## config.mk

```make
export PLATFORM = sky130hd
export DESIGN_NAME = gsc_alu
export DESIGN_NICKNAME = d
export VERILOG_FILES = /design/src/sv/gsc_pkg.sv /design/src/sv/gsc_alu.sv
export SDC_FILE = /design/constraint.sdc
export NUM_CORES = 1
export LEC_CHECK = 0
export ABC_AREA = 1
export ABC_CLOCK_PERIOD_IN_PS = 5110
export BUFFER_PORTS_ARGS = -buffer_cell sky130_fd_sc_hd__buf_4
export CORE_ASPECT_RATIO = 0.7
export CORE_MARGIN = 5
export CORE_UTILIZATION = 56
export DETAILED_ROUTE_END_ITERATION = 8
export HOLD_SLACK_MARGIN = 0.08
export PLACE_DENSITY_LB_ADDON = 0.15
export SLEW_MARGIN = 10
export SYNTH_ARGS = -nofsm -noshare
export SYNTH_HDL_FRONTEND = slang
export SYNTH_SLANG_ARGS = --single-unit
```

## constraint.sdc

```tcl
create_clock -name clock -period 5.11 [get_ports clock]
set_input_delay 0.511 -clock clock [delete_from_list [all_inputs] [get_ports clock]]
set_output_delay 0.511 -clock clock [all_outputs]
set_load 0.02 [all_outputs]
```

## src/sv/gsc_pkg.sv

```systemverilog
package gsc_pkg;

   localparam int MAP_CELLS       = 65536;
   localparam int COORD_FRAC_BITS = 16;
   localparam int MAX_STEPS       = 4096;

   localparam int IDX_W  = $clog2(MAP_CELLS);
   localparam int STEP_W = $clog2(MAX_STEPS + 1);

   // shared unit operand widths
   localparam int OPA_W      = 68;
   localparam int OPB_W      = 34;
   localparam int REM_W      = 38;
   localparam int CNT_W      = 7;
   localparam int MUL_ITERS  = 34;
   localparam int DIV_ITERS  = 64;
   localparam int SQRT_ITERS = 34;

   // step length (res + 2) / 5 as a reciprocal multiply: exact for dividends below 2^33
   localparam logic [OPB_W-1:0] ETA_RECIP = 34'd13743895348;  // ceil(2^36 / 5)
   localparam int               ETA_SHIFT = 36;

   localparam logic ACT_WRITE = 1'b0;
   localparam logic ACT_CHECK = 1'b1;

   localparam logic [1:0] CELL_FREE = 2'd0;
   localparam logic [1:0] CELL_OCC  = 2'd1;
   localparam logic [1:0] CELL_UNK  = 2'd2;

   localparam logic [1:0] VERD_FREE = 2'd0;
   localparam logic [1:0] VERD_OBST = 2'd1;
   localparam logic [1:0] VERD_UNK  = 2'd2;

   localparam logic signed [7:0] RAW_OCC = 8'sd100;
   localparam logic signed [7:0] RAW_UNK = -8'sd1;

   localparam int CSR_IDX_W = 3;
   localparam logic [CSR_IDX_W-1:0] CSR_RES    = 3'd0;
   localparam logic [CSR_IDX_W-1:0] CSR_ORG_X  = 3'd1;
   localparam logic [CSR_IDX_W-1:0] CSR_ORG_Y  = 3'd2;
   localparam logic [CSR_IDX_W-1:0] CSR_WIDTH  = 3'd3;
   localparam logic [CSR_IDX_W-1:0] CSR_HEIGHT = 3'd4;

   typedef enum logic [1:0] {
      ALU_MUL,
      ALU_DIV,
      ALU_SQRT
   } alu_op_type;

   typedef struct packed {
      logic             go;
      alu_op_type       op;
      logic [OPA_W-1:0] opa;
      logic [OPB_W-1:0] opb;
   } alu_cmd_type;

   typedef struct packed {
      logic             done;
      logic [OPA_W-1:0] result;
      logic             rem_nz;
   } alu_sts_type;

   typedef enum logic [4:0] {
      ST_IDLE, ST_ETA, ST_ESQ, ST_SX, ST_SY, ST_CMP, ST_RT, ST_NST,
      ST_MX0, ST_MX1, ST_MY0, ST_MY1, ST_CHK, ST_COL, ST_ROW, ST_BND,
      ST_IDX, ST_RD, ST_EVAL, ST_DONE
   } state_type;

endpackage

```

## src/sv/gsc_alu.sv

```systemverilog
// Bit-serial multiply, restoring divide and digit-by-digit square root.
module gsc_alu import gsc_pkg::*; (
   input  logic        clock,
   input  logic        reset,
   input  alu_cmd_type cmd,
   output alu_sts_type sts
);

   logic             busy_ff, busy_in;
   logic             done_ff, done_in;
   alu_op_type       op_ff, op_in;
   logic [CNT_W-1:0] cnt_ff, cnt_in, last;
   logic [OPA_W-1:0] x_ff, x_in;
   logic [OPB_W-1:0] y_ff, y_in;
   logic [OPA_W-1:0] acc_ff, acc_in;
   logic [REM_W-1:0] rem_ff, rem_in;

   logic [OPB_W:0]   dr;
   logic [OPB_W+1:0] ddiff;
   logic [REM_W-1:0] sr, strial;
   logic [REM_W:0]   sdiff;
   logic [OPB_W-1:0] root;

   always_comb begin
      dr     = {rem_ff[OPB_W-1:0], x_ff[DIV_ITERS-1]};
      ddiff  = {1'b0, dr} - {2'b00, y_ff};
      root   = acc_ff[OPB_W-1:0];
      sr     = {rem_ff[REM_W-3:0], x_ff[OPA_W-1 -: 2]};
      strial = REM_W'({root, 2'b01});
      sdiff  = {1'b0, sr} - {1'b0, strial};

      unique case (op_ff)
         ALU_MUL:  last = CNT_W'(MUL_ITERS - 1);
         ALU_DIV:  last = CNT_W'(DIV_ITERS - 1);
         ALU_SQRT: last = CNT_W'(SQRT_ITERS - 1);
         default:  last = CNT_W'(MUL_ITERS - 1);
      endcase

      busy_in = busy_ff;
      done_in = 1'b0;
      op_in   = op_ff;
      cnt_in  = cnt_ff;
      x_in    = x_ff;
      y_in    = y_ff;
      acc_in  = acc_ff;
      rem_in  = rem_ff;

      if (cmd.go) begin
         op_in   = cmd.op;
         busy_in = 1'b1;
         cnt_in  = '0;
         x_in    = cmd.opa;
         y_in    = cmd.opb;
         acc_in  = '0;
         rem_in  = '0;
      end else if (busy_ff) begin
         unique case (op_ff)
            ALU_MUL: begin
               if (y_ff[0]) acc_in = acc_ff + x_ff;
               x_in = x_ff << 1;
               y_in = y_ff >> 1;
            end
            ALU_DIV: begin
               // borrow clear means the divisor fits: quotient bit is one
               if (!ddiff[OPB_W+1]) rem_in = REM_W'(ddiff[OPB_W-1:0]);
               else                 rem_in = REM_W'(dr);
               x_in = {x_ff[OPA_W-2:0], ~ddiff[OPB_W+1]};
            end
            ALU_SQRT: begin
               if (!sdiff[REM_W]) begin
                  rem_in = sdiff[REM_W-1:0];
                  acc_in = OPA_W'({root[OPB_W-2:0], 1'b1});
               end else begin
                  rem_in = sr;
                  acc_in = OPA_W'({root[OPB_W-2:0], 1'b0});
               end
               x_in = x_ff << 2;
            end
            default: begin
               x_in = x_ff;
            end
         endcase
         cnt_in = cnt_ff + 1'b1;
         if (cnt_ff == last) begin
            busy_in = 1'b0;
            done_in = 1'b1;
         end
      end
   end

   always_ff @(posedge clock) begin
      if (reset) begin
         busy_ff <= 1'b0;
         done_ff <= 1'b0;
         op_ff   <= ALU_MUL;
         cnt_ff  <= '0;
      end else begin
         busy_ff <= busy_in;
         done_ff <= done_in;
         op_ff   <= op_in;
         cnt_ff  <= cnt_in;
      end
   end

   always_ff @(posedge clock) begin
      x_ff   <= x_in;
      y_ff   <= y_in;
      acc_ff <= acc_in;
      rem_ff <= rem_in;
   end

   always_comb begin
      sts.done   = done_ff;
      sts.rem_nz = |rem_ff;
      unique case (op_ff)
         ALU_MUL:  sts.result = acc_ff;
         ALU_DIV:  sts.result = OPA_W'(x_ff[DIV_ITERS-1:0]);
         ALU_SQRT: sts.result = OPA_W'(root);
         default:  sts.result = acc_ff;
      endcase
   end

endmodule

```

==> results.py <==
metrics = {
    "timing": {
        "finalHoldViolCount": 0,
        "rsz0062_at_grt": "no",
        "setup_ws_ns": 1.22,
        "tightest_slew_ns": 1.12,
        "fin_setup_tns_ns": 0,
        "setup_viol_count_final": 0,
        "fin_crit_ns": 3.89,
        "clock.fmax_ghz": 0.257,
        "relSlewSlack_pct": 25.2,
        "skew_ns": 0.0150,
        "final_max_slew_viol_count": 0,
        "post-route-period-util_pct": 76.0,
    },
    "setup_path": {
        "required_ns": 4.60,
        "critPathCaptureType": "primary output",
        "start_kind": "register",
        "criticalPathCategory": "reg -> out",
        "path_buf_inv": 5,
        "critPathSlowestCell": "ha_1",
        "critPathArrivalTime_ns": 3.37,
        "cp_max_fo": 32,
        "crit_top_cell": "buf_4",
        "crit_family": "buffers and inverters",
        "critical-path-max-stage-delay_ns": 0.69,
        "path_cells": "inv_1 -> ha_1 -> inv_1 -> buf_4 -> nor2_2 -> buf_4 -> o22ai_1 -> buf_4",
    },
    "clocking": {
        "cts.sinks": 219,
        "clock_path_buffers": 3,
        "cts_hold_buf": 0,
        "root_buffer": "clkbuf_16",
        "cts_tree": "built",
        "clk_latency_ns": 0.57,
        "cts_resized": 0,
        "htreeDepth": 1,
        "path_clk_slew_ns": 0.07,
        "cts_setup_buffers": 0,
        "cts-buffers-inserted": 25,
    },
    "power_and_ir_drop": {
        "p_per_area_nw_per_um2": 308,
        "finalPower_mw": 7.71,
        "vdd_drop_max_mv": 0.283,
        "p_leak_nw": 13.2,
    },
    "synthesis": {
        "ys_types": 49,
        "synth_edf_count": 102,
        "syn_area_sq_um": 22500,
        "avgSynthCellArea_sq_um": 5.79,
        "ys_seq_area_share_pct": 24.1,
        "syn_inst": 3880,
        "yosys_warnings": 0,
        "syn_nets": 4129,
        "synth_seq_cells": 219,
        "synthFlopType": "dfxtp_1",
        "async_flop_share_pct": 0,
    },
    "grt": {
        "antenna_found_initial": 1,
        "grt_pass1_wl_mm": 134,
        "gr-usage-all-layers_pct": 38.6,
        "gr-total-overflow": 0,
        "grt_max_degree": 105,
        "grt_pass1_vias": 22500,
    },
    "run": {
        "drv_cap": 0,
    },
    "layout": {
        "fin_nets": 4244,
        "drive_above_1_share_pct": 7.00,
        "mostFrequentLayoutCell": "nand2_1",
        "syn2layout_area_growth_pct": 11.4,
        "diodes": 0,
        "fillers": 3990,
        "mostFrequentLayoutCells": "nand2_1, inv_1, nor2_1, a21oi_1, nand3_1",
    },
    "route": {
        "drtIter0Drc": 3599,
        "finalWirelength_mm": 89.8,
        "wl_met1_mm": 40.8,
        "drtPass1Iterations": 7,
        "ant_nets": 0,
        "via_count": 26100,
        "routed_via_density": 5.73,
        "wl_met2_mm": 31.5,
        "routed.top_layer": "met5",
        "remaining_drc_errors": 0,
        "routedWlPerCell_um": 19.8,
        "route.met3.wl_mm": 15.4,
    },
    "floorplanning": {
        "die_w_um": 249,
        "die_area_sq_um": 44300,
        "coreArea_sq_um": 39700,
        "start_util_pct": 56.6,
        "die_height_um": 178,
        "num_rows": 61,
        "num_io_pins": 177,
    },
    "placed_design": {
        "gp_congestion": 1.10,
        "portBuffers": 176,
        "dp_worst_setup_slack_ns": 1.96,
        "dpl.hpwl_mm": 72.0,
    },
    "status": {
        "status": "finished clean",
    },
    "worst_hold_path": {
        "hold_path_class": "in -> reg",
    },
}
==> path summary, 6_finish.rpt <==
kind                               start                endpoint  slack, ns  cells after the start
hold reg to reg   cnt_ff[6]$_SDFFE_PP0P_  cnt_ff[6]$_SDFFE_PP0P_       0.48                      2
setup / recovery   op_ff[1]$_SDFFE_PP0P_                 sts[29]       1.22                      8
setup reg to reg   op_ff[1]$_SDFFE_PP0P_      x_ff[23]$_DFFE_PP_       1.96                      9
hold / removal                     reset      busy_ff$_SDFF_PP0_       0.21                      4
==> worst register-to-register path, delay by kind of cell (launching register included) <==
kind            cells  cell delay (ns)
simple gates        3             0.94
buf+inv             4             0.79
fa+ha+maj           1             0.69
flops               1             0.34
compound gates      1             0.15
==> cells in the mapped netlist (3+ instances only) <==
| cell type | number | area [sq um] |
|---|---|---|
| o21ai_0 | 194 | 971 |
| clkbuf_1 | 75 | 282 |
| a21oi_4 | 3 | 48.8 |
| ha_1 | 140 | 1750 |
| nand3_1 | 198 | 991 |
| nand2_1 | 1365 | 5120 |
| a21oi_2 | 4 | 35.0 |
| o22ai_1 | 98 | 613 |
| xnor2_1 | 9 | 78.8 |
| nand2_2 | 7 | 43.8 |
| inv_1 | 614 | 2300 |
| o21bai_1 | 29 | 218 |
| nor4_1 | 9 | 56.3 |
| nand3b_1 | 22 | 165 |
| a21o_1 | 3 | 22.5 |
| clkinv_1 | 4 | 15.0 |
| o21ai_1 | 20 | 100 |
| nor2_1 | 424 | 1590 |
| nor3_1 | 34 | 170 |
| buf_6 | 12 | 135 |
| and2_1 | 4 | 25.0 |
| xor2_1 | 43 | 377 |
| a31oi_1 | 3 | 18.8 |
| buf_2 | 9 | 45.0 |
| nor2_2 | 5 | 31.3 |
| dfxtp_1 | 117 | 2340 |
| nand4_1 | 40 | 250 |
| buf_1 | 10 | 37.5 |
| a21oi_1 | 253 | 1270 |
| edfxtp_1 | 102 | 3060 |
| nand2_4 | 3 | 33.8 |
==> cells by family (layout without fill, tap and decap cells) <==
kind of cell,count (synthesis),after routing,synth area share [%]
AND/OR/NAND/NOR,2122,2122,38.3
buffers and inverters,727,860,12.6
AO/OA/AOI/OAI,618,618,15.1
flip-flops,219,219,24.1
adder cells (fa/ha/maj),142,142,7.98
XOR/XNOR,52,52,2.03
==> sequential cells by signal, summed over array words and instances, names as in the netlist <==
register and cells:
acc_ff 68, busy_ff 1, cnt_ff 7, done_ff 1, op_ff 2, rem_ff 38
x_ff 68, y_ff 34
==> metrics by stage <==
step | area (sq um) | util, % | hold slack [ns] | instances
6_report | 25000 | 63.0 | 0.209 | 4548
3_5_place_dp | 24100 | 60.8 | 0.469 | 4503
5_1_grt | 25000 | 63.0 | 0.223 | 4548
3_3_place_gp | 24100 | 60.8 | 0.457 | 4503
2_1_floorplan | 22500 | - | 0.439 | 3880
4_1_cts | 25000 | 63.0 | 0.200 | 4548
==> area by class of cell <==
type                    instances  area, sq um  area share [%]
well taps                     535          669            2.68
inverters                     620         2330            9.31
repair buffers                195         1480            5.92
clock inverters                 8         70.1           0.280
multi-input cells            2934        14300            57.0
flip-flops and latches        219         5410            21.6
clock buffers                  37          793            3.17
==> power by group <==
group,switching (mW),internal [mW]
Sequential,0.177,2.03
Clock,0.811,1.12
Combinational,2.49,1.07
Total,3.48,4.23
==> layer usage <==
layer / up-vias / track usage, %
met3: 131 / 17.9
met4: 2 / 7.95
met1: 11700 / 59.2
met5: - / 0.659
met2: 1656 / 48.1
li1: 12600 / -
No activity file was read; power rests on OpenSTA's default activity.
